## src/design/audio_ring_latency_capped_upmix_core_macros.svh

```systemverilog
// Assertion macros for the audio ring core
`ifndef AUDIO_RING_LATENCY_CAPPED_UPMIX_CORE_MACROS_SVH
`define AUDIO_RING_LATENCY_CAPPED_UPMIX_CORE_MACROS_SVH

`ifndef SYNTHESIS
`define ARUCU_ASSERT_NOW(lbl, ante, cons) \
    lbl: assert property (@(posedge i_clk) disable iff (!i_rst_n) (ante) |-> (cons)) \
        else $error("audio ring core check failed");
`define ARUCU_ASSERT_NEXT(lbl, ante, cons) \
    lbl: assert property (@(posedge i_clk) disable iff (!i_rst_n) (ante) |=> (cons)) \
        else $error("audio ring core check failed");
`else
`define ARUCU_ASSERT_NOW(lbl, ante, cons)
`define ARUCU_ASSERT_NEXT(lbl, ante, cons)
`endif

`endif

```

## src/design/arucu_pkg.sv

```systemverilog
package arucu_pkg;

    localparam int RING_DEPTH_DEF     = 65536;
    localparam int MAX_OUT_CH_DEF     = 8;
    localparam int QUEUE_DEPTH        = 4;
    localparam int OC_W               = 5;
    localparam int SRC_SLOTS          = 3;

    localparam logic [1:0]  CFG_SOURCE_CH = 2'd0;
    localparam logic [1:0]  CFG_OUT_CH    = 2'd1;
    localparam logic [1:0]  CFG_MAX_BUF   = 2'd2;
    localparam logic [1:0]  CFG_FLOAT_OUT = 2'd3;

    localparam logic [1:0]  SC_RESET = 2'd1;
    localparam logic [3:0]  OC_RESET = 4'd1;
    localparam logic [16:0] MB_RESET = 17'd11520;

    localparam logic KIND_PUSH = 1'b0;
    localparam logic KIND_PULL = 1'b1;

    localparam logic [17:0] RECIP3 = 18'd174763;

    typedef struct packed {
        logic [1:0]  source_channels;
        logic [3:0]  out_channels;
        logic [16:0] max_buffered;
    } t_cfg;

    typedef struct packed {
        logic [SRC_SLOTS-1:0][15:0] smp;
        logic [1:0]                 sc;
        logic [OC_W-1:0]            oc;
        logic                       have;
    } t_pull_entry;

    typedef enum logic [2:0] {
        FS_IDLE,
        FS_CAP,
        FS_ALIGN,
        FS_COUNT,
        FS_READ,
        FS_LAND,
        FS_PUT
    } t_front_state;

    function automatic logic [1:0] mod3_32(input logic [31:0] v);
        logic [6:0] s;
        logic [4:0] t;
        s = 7'd0;
        for (int i = 0; i < 8; i++) begin
            s = s + {3'b000, v[i*4 +: 4]};
        end
        t = {1'b0, s[3:0]} + {2'b00, s[6:4]};
        if (t >= 5'd12) t = t - 5'd12;
        if (t >= 5'd6)  t = t - 5'd6;
        if (t >= 5'd3)  t = t - 5'd3;
        return t[1:0];
    endfunction

    function automatic logic [16:0] div_by_sc(input logic [17:0] x, input logic [1:0] sc);
        logic [35:0] p;
        logic [16:0] q;
        p = {18'd0, x} * {18'd0, RECIP3};
        case (sc)
            2'd2:    q = x[17:1];
            2'd3:    q = p[35:19];
            default: q = x[16:0];
        endcase
        return q;
    endfunction

    function automatic logic [31:0] f32_of_s16(input logic [15:0] raw);
        logic [15:0] mag;
        logic [3:0]  p;
        logic [7:0]  e;
        logic [38:0] wide;
        mag  = raw[15] ? (16'd0 - raw) : raw;
        p    = 4'd0;
        for (int i = 0; i < 16; i++) begin
            if (mag[i]) p = 4'(i);
        end
        e    = {4'b0000, p} + 8'd112;
        wide = {23'd0, mag} << (5'd23 - {1'b0, p});
        if (raw == 16'd0) return 32'd0;
        return {raw[15], e, wide[22:0]};
    endfunction

endpackage

```

## src/design/arucu_back.sv

```systemverilog
module arucu_back (
    input  logic                   i_clk,
    input  logic                   i_rst_n,
    input  logic                   i_q_valid,
    input  arucu_pkg::t_pull_entry i_entry,
    output logic                   o_q_pop,
    output logic                   o_out_valid,
    input  logic                   i_out_ready,
    output logic signed [15:0]     o_sample_s16,
    output logic [31:0]            o_sample_f32_bits,
    output logic [2:0]             o_channel_index,
    output logic                   o_last_in_frame
);

    import arucu_pkg::*;

    logic [OC_W-1:0] r_c;
    logic            r_s1_valid;
    logic [15:0]     r_s1_sample;
    logic [2:0]      r_s1_chan;
    logic            r_s1_last;
    logic            r_o_valid;
    logic [15:0]     r_o_s16;
    logic [31:0]     r_o_f32;
    logic [2:0]      r_o_chan;
    logic            r_o_last;

    logic        out_load;
    logic        s1_adv;
    logic        s1_open;
    logic        emit;
    logic [1:0]  sc_m1;
    logic [1:0]  src;
    logic        last;
    logic [15:0] sample;

    assign out_load = !r_o_valid || i_out_ready;
    assign s1_adv   = r_s1_valid && out_load;
    assign s1_open  = !r_s1_valid || s1_adv;
    assign emit     = s1_open && i_q_valid;

    assign sc_m1  = i_entry.sc - 2'd1;
    assign src    = (r_c > {{(OC_W-2){1'b0}}, sc_m1}) ? sc_m1 : r_c[1:0];
    assign last   = (r_c + OC_W'(1)) == i_entry.oc;
    assign sample = i_entry.have ? i_entry.smp[src] : 16'd0;

    assign o_q_pop = emit && last;

    always_ff @(posedge i_clk) begin
        if (!i_rst_n) begin
            r_c        <= '0;
            r_s1_valid <= 1'b0;
            r_o_valid  <= 1'b0;
        end else begin
            if (emit) begin
                r_c <= last ? OC_W'(0) : r_c + OC_W'(1);
            end
            if (s1_open) begin
                r_s1_valid <= emit;
            end
            if (out_load) begin
                r_o_valid <= r_s1_valid;
            end
        end
    end

    always_ff @(posedge i_clk) begin
        if (emit) begin
            r_s1_sample <= sample;
            r_s1_chan   <= r_c[2:0];
            r_s1_last   <= last;
        end
        if (s1_adv) begin
            r_o_s16  <= r_s1_sample;
            r_o_f32  <= f32_of_s16(r_s1_sample);
            r_o_chan <= r_s1_chan;
            r_o_last <= r_s1_last;
        end
    end

    assign o_out_valid       = r_o_valid;
    assign o_sample_s16      = r_o_s16;
    assign o_sample_f32_bits = r_o_f32;
    assign o_channel_index   = r_o_chan;
    assign o_last_in_frame   = r_o_last;

endmodule

```

## config.mk

```make
export PLATFORM = sky130hd
export DESIGN_NAME = arucu_back
export DESIGN_NICKNAME = d
export VERILOG_FILES = /design/src/design/audio_ring_latency_capped_upmix_core_macros.svh /design/src/design/arucu_pkg.sv /design/src/design/arucu_back.sv
export SDC_FILE = /design/constraint.sdc
export NUM_CORES = 1
export LEC_CHECK = 0
export ABC_CLOCK_PERIOD_IN_PS = 4000
export BUFFER_PORTS_ARGS = -buffer_cell sky130_fd_sc_hd__clkbuf_2
export CAP_MARGIN = 15
export CORE_UTILIZATION = 40
export CTS_BUF_LIST = sky130_fd_sc_hd__clkbuf_4
export DETAILED_ROUTE_END_ITERATION = 16
export GPL_TIMING_DRIVEN = 0
export HOLD_SLACK_MARGIN = 0.1
export PLACE_DENSITY = 0.75
export SLEW_MARGIN = 0
export SYNTH_ARGS = -nofsm -noshare
export SYNTH_HDL_FRONTEND = slang
export SYNTH_SLANG_ARGS = --single-unit
export TNS_END_PERCENT = 100
```

## constraint.sdc

```tcl
create_clock -name i_clk -period 4 [get_ports i_clk]
set_input_delay 0.4 -clock i_clk [delete_from_list [all_inputs] [get_ports i_clk]]
set_output_delay 0.4 -clock i_clk [all_outputs]
set_load 0.02 [all_outputs]
```

==> flow_summary.yaml, run 1 <==
run_status:
  status: "finished clean"
finish:
  area_growth_pct: 21.9
  layout.cells.non_filler: 673
  antenna_cells: 0
  finalNetCount: 592
  fillers: 1019
  drive_gt1_share_pct: 34.7
global_routing:
  grt_start_max_net_pins: 32
  grt_pass1_vias: 3422
  grt_overflow_total: 0
  grt_use_total_pct: 18.2
  grt_first_pass_wirelength_um: 16500
  antenna_found_initial: 0
timing:
  max-slew-margin-rel_pct: 44.3
  clock.fmax_mhz: 268
  fin_hold_ws_ps: 217
  hold_viol: 0
  rsz0062_at_grt: "false"
  period_share_pct: 93.3
  worstMarginPinSlew_ps: 834
  post-route-min-period_ps: 3730
  slew_viol_final: 0
  finalSetupTns_ps: 0
  final.setup_skew_ps: 18.6
  final-setup-viol-count: 0
drt:
  drt-initial-drc-count: 126
  drt_first_pass_iters: 4
  vias: 3561
  postRouteAntennaNets: 0
  routed_wirelength_um: 9770
  route.detailed.drc: 0
  viasPerCell: 5.29
  wire_per_inst_um: 14.5
die:
  core_area_um2: 10800
  dieHeight_um: 107
  initial_core_util_pct: 40.9
  io_pins: 114
  rows: 38
  die_x_um: 107
  die_area_um2: 11500
hold_path:
  min_path_type: "primary input to flop"
  worstHoldPathCells: 2
clock_network:
  cts.sinks: 76
  cts-buffers-inserted: 9
  tritoncts: "built"
  cts_buffer_depth: 2
  cts_hold_buf: 0
  path_clk_slew_ps: 130
  clock-root-buffer: "clkbuf_4"
  insertion_delay_ps: 430
  htreeDepth: 3
power_and_ir_drop:
  swShare_pct: 36.1
  seqPwrFrac_pct: 42.2
  p_int_uw: 1560
  switching_power_uw: 879
  power.leakage_uw: 0.00215
  totalPowerFinal_uw: 2430
  ir_worst_vdd_uv: 197
  p_comb_share_pct: 38.0
  p_per_area_nw_per_um2: 450
  clkPwrFrac_pct: 19.8
worst_setup_path:
  path_common_cell: "a211oi_1"
  critPathSlowestCell: "edfxtp_1"
  cp.required_ps: 4160
  arrival_ps: 3900
  reg2reg_setup_slack_ps: 270
  critical_path_class: "flop to flop"
  end_kind: "flop"
  worstPathCellList: "inv_1, ha_1, or3b_1, o41ai_2, xor2_2, nand2b_1, nor3b_4, buf_4, a211oi_1, a211oi_1, o31ai_1, o211ai_1"
  worst-r2r-cell-count: 12
  critPathLaunchType: "flop"
  critPathMaxStageDelay_ps: 560
  crit_fanout: 8
synth:
  synth_flop_cell: "edfxtp_1"
  synth_warnings: 0
  synth_area_um2: 4440
  netlist_instances: 393
  ys_seq_elements: 76
  synth.most_common_cell: "edfxtp_1"
  async_reset_ff_share_pct: 0
  yosysTopAreaCell: "edfxtp_1"
  synth_cell_types: 69
  synth_edf_count: 69
  synth_commonest_cells: "69 x edfxtp_1, 30 x nor2_1, 21 x nor2b_1, 19 x a211oi_1"
  ys_seq_area_share_pct: 49.8
  yosysTopAreaCellShare_pct: 46.7
  yosys-top-cells-area: "edfxtp_1 47%, mux2_2 4.6%, xor2_1 3.6%"
  avgSynthCellArea_um2: 11.3
place:
  portBuffers: 112
  dpl.hpwl_um: 7720
  gp_congestion: 0.888
  place_inst: 655
run:
  drv_cap: 0
## worst max-delay path, delay by kind of cell, from the launching register on
kind / cells / cell delay (ps)
flops: 1 / 560
buf+inv: 2 / 380
compound gates: 5 / 1340
simple gates: 3 / 770
xor+xnor: 1 / 170
fa+ha+maj: 1 / 240
## sequential cells by signal, summed over array words and instances, names as in the netlist
name / count
o_sample_f32_bits: 29
o_sample_s16: 16
r_s1_sample: 16
r_c: 5
o_channel_index: 3
r_s1_chan: 3
o_last_in_frame: 1
o_out_valid: 1
r_s1_last: 1
r_s1_valid: 1
## final cells by class
class | instances | area, um2 | area share, %
inverters | 15 | 56.3 | 1.04
flip-flops and latches | 76 | 2210 | 40.9
clock inverters | 6 | 72.6 | 1.34
repair buffers | 115 | 596 | 11.0
plain buffers | 23 | 133 | 2.45
multi-input cells | 288 | 2090 | 38.6
well taps | 140 | 175 | 3.24
clock buffers | 10 | 75.1 | 1.39
## metrics by stage
stage                     area [um2]  worst slack (ps)  utilization, %
after CTS                       5380               182            49.7
after floorplan                 4470               749               -
final                           5410               269            49.9
after global placement          5210              84.5            48.0
after global routing            5410              17.8            49.9
after detailed placement        5240               227            48.3
## cell usage in the layout (no fill, tap or decap), types with 10 or more instances in the layout
cell,n
xor2_1,17
nor2b_1,20
clkbuf_2,112
a22oi_1,16
inv_1,14
mux2_2,18
edfxtp_1,69
clkbuf_4,10
a211oi_1,19
conb_1,10
xnor2_1,11
nand2_1,13
a21oi_1,16
o21ai_0,13
nor2_1,30
## power groups by stage
stage / combinational [uW] / clock, uW / sequential, uW
finish: 924 / 482 / 1030
global route: 1020 / 523 / 1040
CTS: 906 / 494 / 1030
detailed placement: 903 / 0 / 1050
global placement: 889 / 0 / 1050
floorplan: 622 / 0 / 1090
## cells by family after synthesis
group	synth area share, %
multiplexers	6.26
other	0.0845
buffers and inverters	4.26
flip-flops	49.8
adder cells (fa/ha/maj)	1.13
AND/OR/NAND/NOR	14.3
AO/OA/AOI/OAI	18.4
XOR/XNOR	5.72
## repair_timing
| action | 4_1_cts | 5_1_grt |
|---|---|---|
| setup buffers | 0 | 2 |
| endpoints found under the setup margin | 0 | 8 |
| resized for setup | 0 | 2 |
## layer usage
layer	track usage, %	vias up	part of all wire (%)
li1	-	1759	-
met1	22.0	1672	44
met2	32.7	117	50
met5	0	-	0
met4	6.65	0	1.6
met3	2.72	13	5.1
## final timing paths
kind,startpoint,to
worst max register to register,r_s1_sample[0]$_SDFFCE_PN0P_,o_sample_f32_bits[22]$_SDFFCE_PP0P_
worst min register to register,r_s1_chan[1]$_DFFE_PP_,o_channel_index[1]$_DFFE_PP_
worst min-delay path,i_rst_n,o_out_valid$_SDFFE_PN0P_
worst max-delay path,r_s1_sample[0]$_SDFFCE_PN0P_,o_sample_f32_bits[22]$_SDFFCE_PP0P_
(Power assumes the default switching activity.)
==> run 2: changes to the inputs <==
Settings changed: BUFFER_PORTS_ARGS -buffer_cell sky130_fd_sc_hd__clkbuf_2 to -buffer_cell sky130_fd_sc_hd__buf_2, HOLD_SLACK_MARGIN 0.1 to unset.
==> flow_summary.yaml, run 2 (synthesized netlist as in run 1, its figures left out) <==
run_status:
  status: "finished clean"
power_and_ir_drop:
  power.leakage_uw: 0.00211
  totalPowerFinal_uw: 2370
  ir_worst_vdd_uv: 181
  p_per_area_nw_per_um2: 440
place:
  portBuffers: 112
  gp_congestion: 0.880
  dpl.hpwl_um: 7520
die:
  io_pins: 114
  dieHeight_um: 107
  die_area_um2: 11500
  core_area_um2: 10800
  initial_core_util_pct: 40.9
  die_x_um: 107
  rows: 38
finish:
  largest_register_ffs: 29
  drive_gt1_share_pct: 34.9
  finalNetCount: 592
  final_common_cell: "buf_2"
  area_growth_pct: 21.5
  final_cell_mix: "116 x buf_2, 69 x edfxtp_1, 30 x nor2_1"
  final_util_pct: 49.7
timing:
  hold_viol: 0
  final-setup-viol-count: 0
  final.setup_skew_ps: 19.3
  post-route-min-period_ps: 3800
  slew_viol_final: 0
  clock.fmax_mhz: 263
  period_share_pct: 95.0
  worstMarginPinSlew_ps: 814
  max-slew-margin-rel_pct: 45.7
  finalSetupTns_ps: 0
worst_setup_path:
  cp.depth: 12
  cp.required_ps: 4140
  worstPathCellList: "inv_1, ha_1, or3b_1, o41ai_2, xor2_2, nand2b_1, nor3b_4, buf_4, a21oi_2, mux2i_2, a211oi_1, o211ai_1"
  critPathMaxStageDelay_ps: 550
  critPathSlowestCell: "edfxtp_1"
  r2r-start: "r_s1_sample[0]$_SDFFCE_PN0P_"
  end_kind: "flop"
  cp_top_family: "compound AO/OA/AOI/OAI gates"
  worst-path-buf-inv: 2
  crit_fanout: 8
  critPathLaunchType: "flop"
  critical_path_class: "flop to flop"
  cp-startpoint: "r_s1_sample[0]$_SDFFCE_PN0P_"
  worst-r2r-cell-count: 12
  arrival_ps: 3940
clock_network:
  cts-buffers-inserted: 9
  tritoncts: "built"
  clock-root-buffer: "clkbuf_4"
  insertion_delay_ps: 410
  cts.sinks: 76
  htreeDepth: 3
  cts_buffer_depth: 2
  path_clk_slew_ps: 120
  cts_hold_buf: 0
drt:
  viasPerCell: 5.17
  route.detailed.drc: 0
  routed_wirelength_um: 9650
  drt_first_pass_iters: 4
  vias: 3486
  drt-initial-drc-count: 143
  postRouteAntennaNets: 0
  wire_per_inst_um: 14.3
hold_path:
  min_path_type: "primary input to flop"
  worstHoldPathCells: 2
  hold_start: "i_rst_n"
global_routing:
  antenna_found_initial: 1
  grt_use_total_pct: 17.7
  grt_pass1_vias: 3357
  grt_first_pass_wirelength_um: 15900
  grt_overflow_total: 0
  grt_start_max_net_pins: 33
run:
  drv_cap: 0
-- run 2: stage by stage --
| stage | hold slack, ps | setup WS, ps | area, um2 | instances |
|---|---|---|---|---|
| 5_1_grt | 181 | -4.27 | 5390 | 674 |
| 4_1_cts | 182 | 141 | 5360 | 671 |
| 3_3_place_gp | 404 | 68.2 | 5210 | 654 |
| 6_report | 207 | 201 | 5390 | 674 |
| 3_5_place_dp | 408 | 179 | 5240 | 655 |
| 2_1_floorplan | 400 | 749 | 4470 | 402 |
-- run 2: layout make-up --
cell class | count | area [um2]
inverter | 15 | 56.3
tap | 140 | 175
multi-input combinational | 288 | 2100
timing repair buffer | 115 | 596
clock buffer | 11 | 82.6
sequential | 76 | 2210
antenna | 1 | 2.50
buffer | 23 | 133
clock inverter | 5 | 37.5
fill | 983 | 5450
-- run 2: path summary, 6_finish.rpt --
path	to	slack (ps)
setup / recovery	o_sample_f32_bits[22]$_SDFFCE_PP0P_	200
hold / removal	o_out_valid$_SDFFE_PN0P_	210
setup reg to reg	o_sample_f32_bits[22]$_SDFFCE_PP0P_	200
hold reg to reg	o_channel_index[0]$_DFFE_PP_	440
-- run 2: timing repair --
action,in CTS,in global routing
resized for setup,0,3
setup buffers,0,2
endpoints found under the setup margin,0,10
-- run 2: power by group --
| group | internal, uW | total [uW] | switching, uW | leakage [uW] |
|---|---|---|---|---|
| registers | 979 | 1020 | 46.3 | 0.000716 |
| logic | 373 | 930 | 557 | 0.00133 |
| clock network | 144 | 417 | 273 | 0.0000635 |
| total | 1500 | 2370 | 876 | 0.00211 |
-- run 2: metal layers --
| metal | wire [um] | part of all wire [%] | GRT usage [%] |
|---|---|---|---|
| met1 | 4220 | 44 | 20.9 |
| met2 | 4750 | 49 | 31.5 |
| met3 | 513 | 5.3 | 3.51 |
| met4 | 171 | 1.8 | 6.85 |
| met5 | 0 | 0 | 0 |
