### src/design/audio_ring_latency_capped_upmix_core_macros.svh
// Assertion macros for the audio ring core
`ifndef AUDIO_RING_LATENCY_CAPPED_UPMIX_CORE_MACROS_SVH
`define AUDIO_RING_LATENCY_CAPPED_UPMIX_CORE_MACROS_SVH

`ifndef SYNTHESIS
`define ARUCU_ASSERT_NOW(lbl, ante, cons) \
    lbl: assert property (@(posedge i_clk) disable iff (!i_rst_n) (ante) |-> (cons)) \
        else $error("audio ring core check failed");
`define ARUCU_ASSERT_NEXT(lbl, ante, cons) \
    lbl: assert property (@(posedge i_clk) disable iff (!i_rst_n) (ante) |=> (cons)) \
        else $error("audio ring core check failed");
`else
`define ARUCU_ASSERT_NOW(lbl, ante, cons)
`define ARUCU_ASSERT_NEXT(lbl, ante, cons)
`endif

`endif

### src/design/arucu_queue.sv
module arucu_queue #(
    parameter int WIDTH = 8,
    parameter int DEPTH = 4
) (
    input  logic             i_clk,
    input  logic             i_rst_n,
    input  logic             i_push,
    input  logic [WIDTH-1:0] i_data,
    output logic             o_full,
    output logic             o_valid,
    output logic [WIDTH-1:0] o_data,
    input  logic             i_pop
);

    localparam int PTR_W = (DEPTH > 1) ? $clog2(DEPTH) : 1;
    localparam int CNT_W = $clog2(DEPTH + 1);

    logic [WIDTH-1:0] r_slot [DEPTH];
    logic [PTR_W-1:0] r_rd, r_wr;
    logic [CNT_W-1:0] r_count;

    function automatic logic [PTR_W-1:0] bump(input logic [PTR_W-1:0] p);
        return (p == PTR_W'(DEPTH - 1)) ? PTR_W'(0) : p + PTR_W'(1);
    endfunction

    assign o_full  = r_count == CNT_W'(DEPTH);
    assign o_valid = r_count != CNT_W'(0);
    assign o_data  = r_slot[r_rd];

    always_ff @(posedge i_clk) begin
        if (!i_rst_n) begin
            r_rd    <= '0;
            r_wr    <= '0;
            r_count <= '0;
        end else begin
            if (i_push) begin
                r_wr <= bump(r_wr);
            end
            if (i_pop) begin
                r_rd <= bump(r_rd);
            end
            case ({i_push, i_pop})
                2'b10:   r_count <= r_count + CNT_W'(1);
                2'b01:   r_count <= r_count - CNT_W'(1);
                default: r_count <= r_count;
            endcase
        end
    end

    always_ff @(posedge i_clk) begin
        if (i_push) begin
            r_slot[r_wr] <= i_data;
        end
    end

endmodule

### config.mk
export PLATFORM = sky130hd
export DESIGN_NAME = arucu_queue
export DESIGN_NICKNAME = d
export VERILOG_FILES = /design/src/design/audio_ring_latency_capped_upmix_core_macros.svh /design/src/design/arucu_queue.sv
export SDC_FILE = /design/constraint.sdc
export NUM_CORES = 1
export LEC_CHECK = 0
export BUFFER_PORTS_ARGS = -buffer_cell sky130_fd_sc_hd__clkbuf_2
export CAP_MARGIN = 10
export CORE_MARGIN = 1.5
export CORE_UTILIZATION = 40
export DETAILED_ROUTE_END_ITERATION = 7
export PLACE_DENSITY = 0.65
export SYNTH_ARGS = -nofsm -noshare
export SYNTH_HDL_FRONTEND = slang
export SYNTH_SLANG_ARGS = --single-unit
### constraint.sdc
create_clock -name i_clk -period 1.7 [get_ports i_clk]
set_input_delay 0.255 -clock i_clk [delete_from_list [all_inputs] [get_ports i_clk]]
set_output_delay 0.255 -clock i_clk [all_outputs]
set_load 0.02 [all_outputs]
==> results.txt, run 1 <==
The largest total area in the synthesized netlist belongs to sky130_fd_sc_hd__edfxtp_1. The floorplan step set the die height to 66.45 um. The total via count in the routed design is 811. The mean post-synth cell area is 18.94 um^2.

The I/O pin count came out at 22. In this run, the number of DRC markers left after iteration 0 of detailed routing was 34. The worst setup path is of the reg2out kind.

The remaining number of nets flagged by the antenna check after routing came out at 0. The register area is 0.001142 mm^2. The detailed-route wire length came out at 2392 um. The flow ran to the end, but the final reports show violations.

The final core area utilization came out at 51.76%. The initial core utilization came out at 42.70%. The clock transition at the registers of the reported paths is 0.08 ns. The floorplan step set the die width to 66.45 um. The power density of the placed cells is 1137 mW/mm^2. The worst setup path is captured at an output pin. The setup clock skew after layout came out at 0.006162 ns. The summed instance area of the synthesized netlist came out at 0.001610 mm^2. In this run the power spent charging and discharging nets is 0.4898 mW. The repair_antennas step left the layout with diodes totalling 0.

The maximum number of pins on one net before global-route repair came out at 14. Power comes to 2.218 mW. Setup slack on the worst reg-to-reg path comes out at 0.25 ns.

The final worst-path setup slack came out at -0.002224 ns. The relative contribution of the clock network to total power is 33.7%. The logic gate share of total power is 13.6%.

The placed wire-length estimate after detailed placement came out at 1679 um. The hold violation count in the final report came to 0. The mean number of vias per cell came out at 4.975. The die area is 0.004416 mm^2. TritonCTS built the clock tree.

The cell depth of the worst flop-to-flop path is 4. The worst endpoint data arrival time came out at 1.45 ns. The final-report setup violation count is 1. The part of the Yosys area used for sequential elements came out at 70.86%.

The leakage power came out at 0.7204 nW. The number of core rows came out at 22. The number of nets handed over by synthesis was 104. The global-route total usage across every layer came out at 13.25%. The via count of the first global-routing pass is 838.

The worst path uses 100.1% of the clock period. The number of distinct standard cells referenced by the synthesized netlist is 19. The flip-flop and latch count after synthesis is 41. The number of antenna violations at the first check in global routing came out at 0. The destination of the worst hold path is r_slot[2][2]. The number of sinks handled by clock tree synthesis is 41.

Static timing analysis puts the maximum clock frequency at 0.5875 GHz. In this run the number of H-tree levels came out at 2. The startpoint of the most critical register-to-register path is r_count[0].

In the routed design, unresolved DRC markers number 0. In the final layout, the multi-input gates occupy 441.7 um^2. The layout overhead on the synthesized area came out at 21.21%. The origin of the worst min-delay path is i_data[2]. The post-route netlist has 34.78% of its cells at a drive strength greater than 1. The critical register-to-register path endpoint is r_count[2].

Setup repair after global routing could not meet its margin everywhere. The root buffer cell chosen for the clock tree is sky130_fd_sc_hd__clkbuf_8. Yosys printed 0 warnings. The max-slew violation total from the final report came out at 0. The number of detailed-routing iterations run before antenna repair is 4. The global-route wire length before repair came out at 3939 um. The cell count after synthesis is 85. The core outline area came out at 0.003771 mm^2. The final critical delay including setup and external delays came out at 1.702 ns.

The number of buffers created by CTS came out at 5. The overall overflow remaining after global route came out at 0. The critical path data required time came out at 1.44 ns.

The switching portion of total power came out at 22.08%. At the pin with the least slew margin, the transition time is 0.4462 ns. The routed length per placed instance is 14.67 um.

The final weighted congestion in routability-driven placement came out at 0.6556. The clock latency of the later-clocked register in the worst-skew pair is 0.29 ns. The final reports fail on setup timing. Buffers placed on the I/O ports in this run total 21. Hold repair after CTS inserted 0 buffers. VDD sags by at most 0.5035 mV. Fill cells in the final layout number 319. The maximum clock path buffer count is 2.

The highest net fanout along the worst path is 6. In the post-synthesis netlist, the biggest area contributors are sky130_fd_sc_hd__edfxtp_1, sky130_fd_sc_hd__dfxtp_1, sky130_fd_sc_hd__mux4_2. Sequential cells account for 52.7% of the total power. The worst slew margin relative to its limit is 70.26%. Of the post-synthesis cell area, the dominant cell type holds 59.67%.

The worst hold-check path type is in2reg. The count of nets after finishing came out at 133. The max capacitance violation total came out at 0. The internal power of the cells came out at 1.729 mW. The number of instances on the worst hold path is 1. The startpoint type of the worst setup path is a flip-flop.
## metrics by stage
step | setup TNS (ns) | cells | instance area [um^2] | setup WS [ns] | hold WS (ns)
2_1_floorplan | 0 | 85 | 1610 | 0.2024 | 0.3539
3_3_place_gp | 0 | 155 | 1782 | 0.06688 | 0.4703
3_5_place_dp | 0 | 155 | 1782 | 0.02344 | 0.4812
4_1_cts | -0.1445 | 163 | 1903 | -0.03957 | 0.1677
5_1_grt | -0.2202 | 163 | 1952 | -0.05140 | 0.1780
6_report | -0.002224 | 163 | 1952 | -0.002224 | 0.1751
## cells in the final DEF, fill, tap and decap left out, types with 4 or more instances in the layout
master	instances
sky130_fd_sc_hd__and2_1	5
sky130_fd_sc_hd__clkbuf_2	13
sky130_fd_sc_hd__buf_6	7
sky130_fd_sc_hd__nor2b_1	4
sky130_fd_sc_hd__dfxtp_1	8
sky130_fd_sc_hd__ha_1	6
sky130_fd_sc_hd__clkbuf_8	5
sky130_fd_sc_hd__mux2i_1	4
sky130_fd_sc_hd__mux4_2	8
sky130_fd_sc_hd__edfxtp_1	32
## power by group through the flow
stage                     sequential, mW  combinational [mW]  clock [mW]
after detailed placement            1.19               0.264           0
after floorplan                     1.18               0.188           0
after global placement              1.19               0.259           0
final                               1.17               0.302       0.748
after CTS                           1.17               0.271       0.768
after global routing                1.18               0.332       0.795
## worst max-delay path, stage by stage (launching register included)
cell,delay (ns)
sky130_fd_sc_hd__dfxtp_2,0.35
sky130_fd_sc_hd__buf_8,0.13
sky130_fd_sc_hd__mux4_2,0.52
sky130_fd_sc_hd__buf_8,0.15
## worst max path at each step
stage | from | slack (ns) | cells past startpoint | to
floorplan | i_push | 0.20 | 6 | r_count[2]
global placement | i_push | 0.07 | 7 | r_count[2]
detailed placement | i_push | 0.02 | 7 | r_count[2]
CTS | flip-flop | -0.04 | 3 | o_data[6]
global route | flip-flop | -0.05 | 3 | o_data[6]
finish | flip-flop | -0.002 | 3 | o_data[6]
## flip-flops by register name, indices dropped and copies added, names as in the netlist, named ones only
signal	flops
r_wr	2
r_rd	2
r_slot	32
r_count	3
## layer usage
layer	global-route usage, %	wire [um]	up-vias
li1	-	-	378
met3	4.054	109	7
met5	0	0	-
met1	15.53	977	407
met4	8.418	67	0
met2	21.13	1237	19
## cells by family (layout without fill, tap and decap cells)
logic type | Yosys count | count (layout) | share of synthesized area (%)
adder cells (fa/ha/maj) | 7 | 7 | 5.905
flip-flops | 41 | 41 | 70.86
AO/OA/AOI/OAI | 3 | 3 | 1.243
buffers and inverters | 5 | 35 | 1.709
multiplexers | 12 | 12 | 13.68
XOR/XNOR | 2 | 2 | 1.088
AND/OR/NAND/NOR | 15 | 15 | 5.516
## synthesized netlist by cell type, drive strengths merged
cell type	number
a21boi	1
and2	5
buf	1
clkbuf	1
dfxtp	9
edfxtp	32
fa	1
ha	6
inv	3
mux2i	4
mux4	8
nor2	2
nor2b	4
nor3	1
nor3b	1
o21a	1
o21ai	1
or3	2
xnor2	2
## timing repair
action / in CTS / in global routing
setup endpoints to repair: 7 / 8
gates resized for setup: 3 / 23
hold endpoints to repair: 0 / 0
setup buffers: 0 / 0
pin swaps: 0 / 0
## final cells by class
type,instances,share of cell area (%)
Clock buffer,6,3.718
Clock inverter,2,1.795
Inverter,3,0.5769
Multi-Input combinational cell,39,22.63
Sequential cell,41,58.53
Tap cell,48,3.077
Timing Repair Buffer,24,9.679
No activity file was read; power rests on OpenSTA's default activity.
==> run 2: changes to the inputs <==
--- a/config.mk
+++ b/config.mk
@@ -8,9 +8,9 @@
 export BUFFER_PORTS_ARGS = -buffer_cell sky130_fd_sc_hd__clkbuf_2
 export CAP_MARGIN = 10
 export CORE_MARGIN = 1.5
-export CORE_UTILIZATION = 40
+export CORE_UTILIZATION = 45
 export DETAILED_ROUTE_END_ITERATION = 7
-export PLACE_DENSITY = 0.65
+export PLACE_DENSITY = 0.71
 export SYNTH_ARGS = -nofsm -noshare
 export SYNTH_HDL_FRONTEND = slang
 export SYNTH_SLANG_ARGS = --single-unit
==> results.txt, run 2 (synthesis results as in run 1) <==
The flow ran to the end, but the final reports show violations. The checks that failed: setup timing. The max capacitance violation total was 0 (unchanged). The number of core rows was 21 (-4.5%). The CTS H-tree depth is 2 (unchanged).

The post-cts hold buffer count came out at 0 (unchanged). The number of diodes added for antenna fixing is 0 (unchanged). The number of buffers added on ports came to 21 (unchanged). The final worst-path setup slack came out at -0.07786 ns (-0.07563 ns). The setup clock skew after layout is 0.003761 ns (-0.002401 ns).

The die area is 0.003946 mm^2 (-11%). The most common cell after layout, fill and taps aside is sky130_fd_sc_hd__edfxtp_1. The share of post-route cells with drive strength above 1 is 35.09% (+0.31 points). The leakage power is 0.6925 nW (-3.9%). In the final layout, the registers with the most flip-flops are r_slot x32, r_count x3. TritonCTS built the clock tree.

The clock transition at the registers of the reported paths came out at 0.12 ns (+0.04 ns). The transition time at the pin with the least slew margin came out at 0.4460 ns (-0.0001757 ns). The post-detailed-route DRC marker count was 0 (unchanged). The worst setup path is of the reg2out kind. The maximum number of pins on one net before global-route repair is 14 (unchanged). The cell at the root of the clock tree is sky130_fd_sc_hd__clkbuf_4. The via count of the first global-routing pass came to 859 (+2.5%). The detailed router's first-iteration violation count is 16 (-53%). The area after detailed placement came out at 0.001772 mm^2 (-0.56%).

The max-slew violation total from the final report came out at 0 (unchanged). The core outline area came to 0.003390 mm^2 (-10%). Counting flops per register, the top entry is r_slot.

The height of the die came to 62.82 um (-5.5%). The worst slew margin relative to its limit came out at 70.27% (about the same). The global-route total usage across every layer is 14.13% (+0.88 points). The final weighted congestion in routability-driven placement is 0.6687 (+2.0%).

From synthesis to final layout, the design area changed by 17.64%. The total via count in the routed design came out at 790 (-2.6%). The count of placed standard cells in the final layout, fillers left out came out at 160 (-1.8%). The number of detailed-routing iterations run before antenna repair is 4 (unchanged). The remaining number of nets flagged by the antenna check after routing came out at 0 (unchanged).

The total placed cells including tap cells is 152 (-1.9%). The overall overflow remaining after global route came to 0 (unchanged). The number of buffers created by CTS is 5 (unchanged). The clock latency of the later-clocked register in the worst-skew pair came out at 0.35 ns (+0.06 ns). The maximum clock path buffer count came out at 2 (unchanged). The final core area utilization is 55.89% (+4.1 points). The global-route wire length before repair came to 3946 um (+0.18%).

In this run the worst hold path is classified as in2reg. The number of buffers inserted by post-CTS setup repair is 0 (unchanged). The initial core utilization came out at 47.51% (+4.8 points). The placed wire-length estimate after detailed placement was 1568 um (-6.7%). The achievable frequency came out at 0.5625 GHz (-4.3%). The number of sinks handled by clock tree synthesis is 41 (unchanged). The highest ir drop seen on vdd is 0.4350 mV (-14%). The post-route cell area was 0.001894 mm^2 (-2.9%).

The routed length per placed instance came to 14.83 um (+1.0%). The number of antenna violations at the first check in global routing came out at 0 (unchanged). The type of element capturing the critical path is an output pin. The slack of the worst reg-to-reg path is 0.25 ns (about the same).

In the layout the commonest cells are sky130_fd_sc_hd__edfxtp_1, sky130_fd_sc_hd__clkbuf_2, sky130_fd_sc_hd__mux4_2, sky130_fd_sc_hd__dfxtp_1, sky130_fd_sc_hd__buf_6. The highest net fanout along the worst path came out at 8 (+2). The I/O pin count came out at 22 (unchanged). The worst setup path is launched from a flip-flop. The post-route clock period utilization is 104.6% (+4.4 points).

The detailed-route wire length came to 2372 um (-0.84%). Setup repair after global routing could not meet its margin everywhere. The final critical delay including setup and external delays is 1.778 ns (+0.07563 ns). The power density of the placed cells came to 1029 mW/mm^2 (-9.5%). The critical path data required time was 1.44 ns (about the same). The final-report setup violation count came out at 8 (+7). The worst endpoint data arrival time is 1.52 ns (+0.07 ns). The hold violation count in the final report is 0 (unchanged). The die width came out at 62.82 um (-5.5%). The number of flip-flops in the largest register is 32 (unchanged). The mean number of vias per cell is 4.938 (-0.76%). The count of nets after finishing came out at 132 (-0.75%).
## run 2: cell count changes in the layout (fill, tap and decap cells not counted), sizes merged
cell      change
buf           -1
bufinv        -1
clkbuf        -1
clkinv        +1
clkinvlp      +1
## run 2: where the power goes
group          switching (mW)  internal, mW  total [mW]
combinational           0.146         0.159       0.305
clock                   0.320         0.156       0.476
sequential             0.0334          1.13        1.17
total                   0.500          1.45        1.95
## run 2: final timing paths
path	start	to	cells after the start
hold / removal	i_data[1]	r_slot[2][1]	1
setup / recovery	flip-flop	o_data[2]	3
setup reg to reg	r_count[0]	r_count[2]	4
hold reg to reg	r_count[2]	r_count[2]	2
## run 2: critical path, stage by stage, from the launching register on
cell and delay, ns:
sky130_fd_sc_hd__dfxtp_2 0.36, sky130_fd_sc_hd__buf_12 0.13, sky130_fd_sc_hd__mux4_2 0.53, sky130_fd_sc_hd__buf_8 0.15
## run 2: layout make-up
class / count / area (um^2)
repair buffers: 23 / 186.4
fillers: 262 / 1495
inverters: 3 / 11.26
clock inverters: 3 / 17.52
multi-input cells: 39 / 441.7
clock buffers: 5 / 37.54
well taps: 46 / 57.56
flip-flops and latches: 41 / 1142
## run 2: through the flow
step	setup WS, ns	setup TNS, ns	hold slack (ns)	total power [mW]
after global routing	-0.1586	-1.079	0.08545	2.046
after global placement	0.07863	0	0.4693	1.438
final	-0.07786	-0.4838	0.1091	1.949
after floorplan	0.2024	0	0.3539	1.364
after CTS	-0.1166	-0.7671	0.1099	1.923
after detailed placement	0.02701	0	0.4805	1.452
## run 2: routing by layer
layer | global-route usage, % | up-vias | routed length [um] | part of all wire [%]
li1 | - | 381 | - | -
met2 | 24.46 | 14 | 1285 | 54
met5 | 0 | - | 0 | 0
met4 | 6.944 | 0 | 48 | 2.0
met3 | 5.405 | 5 | 96 | 4.0
met1 | 15.07 | 390 | 942 | 40
## run 2: what timing repair did
action                                 in CTS  in global routing
resized for setup                           5                 23
cloned                                      0                  0
endpoints found under the hold margin       0                  0
setup endpoints to repair                   8                  8
==> run 3: changes to the inputs <==
==> constraint.sdc (replaced) <==
create_clock -name i_clk -period 1.7 [get_ports i_clk]
set_input_delay 0.17 -clock i_clk [delete_from_list [all_inputs] [get_ports i_clk]]
set_output_delay 0.17 -clock i_clk [all_outputs]
set_load 0.02 [all_outputs]
==> results.txt, run 3 (synthesis results as in run 1) <==
The number of buffers created by CTS came out at 5 (unchanged). Leaving out fill and tap cells, the most frequent cell in the layout is sky130_fd_sc_hd__edfxtp_1. The post-detailed-route DRC marker count was 0 (unchanged). The slack of the worst reg-to-reg path is 0.24 ns (about the same). The share of power burned in registers is 61.0% (+1.1 points). The overall overflow remaining after global route is 0 (unchanged).

The height of the die is 62.82 um (unchanged). The root buffer cell chosen for the clock tree is sky130_fd_sc_hd__clkbuf_4. The achievable frequency is 0.5948 GHz (+5.7%). In this run the critical register-to-register path is launched from r_count[0]. The layout overhead on the synthesized area came out at 17.33%. The highest ir drop seen on vdd is 0.4645 mV (+6.8%). The worst hold-check path type is in2reg. The placed wire-length estimate after detailed placement was 1648 um (+5.1%). The count of instances resized after the clock tree is built came out at 5 (unchanged). The number of detailed-routing iterations run before antenna repair came out at 4 (unchanged). The post-route cell area came out at 0.001889 mm^2 (-0.26%). The final-report setup violation count came to 0 (-8). The routed length per placed instance is 14.36 um (-3.1%).

The global-route wire length before repair is 3933 um (-0.33%). The post-route clock period utilization is 98.90% (-5.7 points). The max capacitance violation total came to 0 (unchanged). The detailed-route wire length came out at 2298 um (-3.1%). The area after detailed placement is 0.001772 mm^2 (unchanged).

The cell depth of the worst flop-to-flop path came out at 4 (unchanged). TritonCTS built the clock tree. The last element of the critical path is o_data[0]. The maximum clock path buffer count was 2 (unchanged). The clock latency of the later-clocked register in the worst-skew pair came out at 0.34 ns (about the same). The detailed router's first-iteration violation count came to 45 (+29).

The mean number of vias per cell came out at 5.031 (+1.9%). The worst endpoint data arrival time was 1.51 ns (about the same). The number of diodes added for antenna fixing came to 0 (unchanged). The global-route total usage across every layer is 13.84% (-0.29 points). The critical path data required time is 1.53 ns (+0.09 ns). The power dissipated by switching net loads came out at 0.4702 mW (-5.9%). The via count of the first global-routing pass is 882 (+2.7%). The number of sinks handled by clock tree synthesis is 41 (unchanged). The power consumption is 1.913 mW (-1.8%). The die area is 0.003946 mm^2 (unchanged).

Setup repair after global routing could not meet its margin everywhere. The switching portion of total power came out at 24.57% (-1.1 points). The logic gate share of total power was 15.9% (+0.2 points).

The number of flip-flops in the largest register is 32 (unchanged). The core outline area is 0.003390 mm^2 (unchanged). The internal power of the cells is 1.443 mW (-0.42%). The count of nets after finishing is 132 (unchanged). The initial core utilization is 47.51% (unchanged).

The number of filler cells placed in the layout was 264 (+0.76%). In the layout the commonest cells are sky130_fd_sc_hd__edfxtp_1, sky130_fd_sc_hd__clkbuf_2, sky130_fd_sc_hd__mux4_2, sky130_fd_sc_hd__dfxtp_1, sky130_fd_sc_hd__buf_6. The hold violation count in the final report came out at 0 (unchanged). The number of antenna violations at the first check in global routing was 0 (unchanged).

The final weighted congestion in routability-driven placement is 0.6852 (+2.5%). The setup clock skew after layout is 0.01232 ns (+0.008558 ns). The number of core rows is 21 (unchanged). The setup TNS is 0 ns (+0.4838 ns). The transition time at the pin with the least slew margin came out at 0.4368 ns (-0.009228 ns). The I/O pin count came out at 22 (unchanged). The share of post-route cells with drive strength above 1 is 33.33% (-1.8 points). The highest net fanout along the worst path came out at 8 (unchanged).

The largest registers in the layout are r_slot x32, r_count x3. The die width is 62.82 um (unchanged). The number of buffers added on ports is 21 (unchanged). The total via count in the routed design was 805 (+1.9%). The maximum number of pins on one net before global-route repair came out at 13 (-1).

The endpoint identified for the worst register-to-register timing path is r_count[2]. The power density of the placed cells is 1013 mW/mm^2 (-1.6%). The post-cts hold buffer count came out at 0 (unchanged).

The startpoint type of the worst setup path is a flip-flop. The worst slew margin relative to its limit is 70.88% (+0.62 points). The run finished with clean final reports.

The leakage power came out at 0.6915 nW (-0.13%). The max-slew violation total from the final report came to 0 (unchanged). The relative contribution of the clock network to total power came to 23.1% (-1.3 points). Ranked by flip-flop count, first place goes to r_slot.

The CTS H-tree depth was 2 (unchanged). By startpoint and endpoint, the worst setup path is classified as reg2out. The clock transition at the registers of the reported paths came out at 0.12 ns (about the same).

The remaining number of nets flagged by the antenna check after routing came to 0 (unchanged). The number of buffers inserted by post-CTS setup repair is 0 (unchanged). The type of element capturing the critical path is an output pin. The final critical delay including setup and external delays was 1.681 ns (-0.09653 ns).
==> run 3: cell types whose count changed in the layout (fill, tap and decap cells not counted) <==
cell and change:
sky130_fd_sc_hd__clkinv_2 -1, sky130_fd_sc_hd__clkinvlp_4 -1, sky130_fd_sc_hd__clkinv_1 +2
==> run 3: layout make-up <==
cell class	instances	area [um^2]	area share, %
clock buffer	5	37.54	1.987
clock inverter	3	12.51	0.6623
inverter	3	11.26	0.5960
multi-input combinational	39	441.7	23.38
sequential	41	1142	60.46
tap	46	57.56	3.046
timing repair buffer	23	186.4	9.868
==> run 3: worst min-delay path by stage <==
| stage | start | end | slack [ns] | cells after the start |
|---|---|---|---|---|
| 2_1_floorplan | i_data[0] | r_slot[0][0] | 0.27 | 0 |
| 3_3_place_gp | i_data[0] | r_slot[1][0] | 0.38 | 1 |
| 3_5_place_dp | i_data[7] | r_slot[3][7] | 0.39 | 1 |
| 4_1_cts | i_data[0] | r_slot[0][0] | 0.02 | 1 |
| 5_1_grt | i_data[2] | r_slot[2][2] | 0.02 | 1 |
| 6_report | i_data[0] | r_slot[1][0] | 0.04 | 1 |
==> run 3: routing by layer <==
layer | GRT usage [%] | share of wire (%) | vias to the layer above
li1 | - | - | 383
met3 | 5.225 | 4.4 | 5
met2 | 25.13 | 56 | 14
met1 | 13.80 | 38 | 403
met5 | 0 | 0 | -
met4 | 6.667 | 1.8 | 0
==> run 3: stage by stage <==
stage               worst slack (ns)  hold slack [ns]  util [%]  cells
floorplan                     0.2874           0.2689         -     85
global placement              0.1634           0.3843     52.27    152
detailed placement            0.1045           0.3923     52.27    152
CTS                         -0.02208          0.02486     54.26    160
global route                -0.05250          0.01980     55.74    160
finish                       0.01867          0.03708     55.74    160
==> run 3: power by group through the flow <==
| stage | clock network (mW) | registers [mW] | logic (mW) |
|---|---|---|---|
| finish | 0.441 | 1.17 | 0.304 |
| global placement | 0 | 1.19 | 0.253 |
| floorplan | 0 | 1.18 | 0.188 |
| detailed placement | 0 | 1.19 | 0.264 |
| CTS | 0.457 | 1.17 | 0.273 |
| global route | 0.500 | 1.18 | 0.333 |
==> run 3: worst max-delay path: stages (launching register included) <==
cell                      delay, ns
sky130_fd_sc_hd__dfxtp_2       0.36
sky130_fd_sc_hd__buf_12        0.14
sky130_fd_sc_hd__mux4_2        0.53
sky130_fd_sc_hd__buf_8         0.15
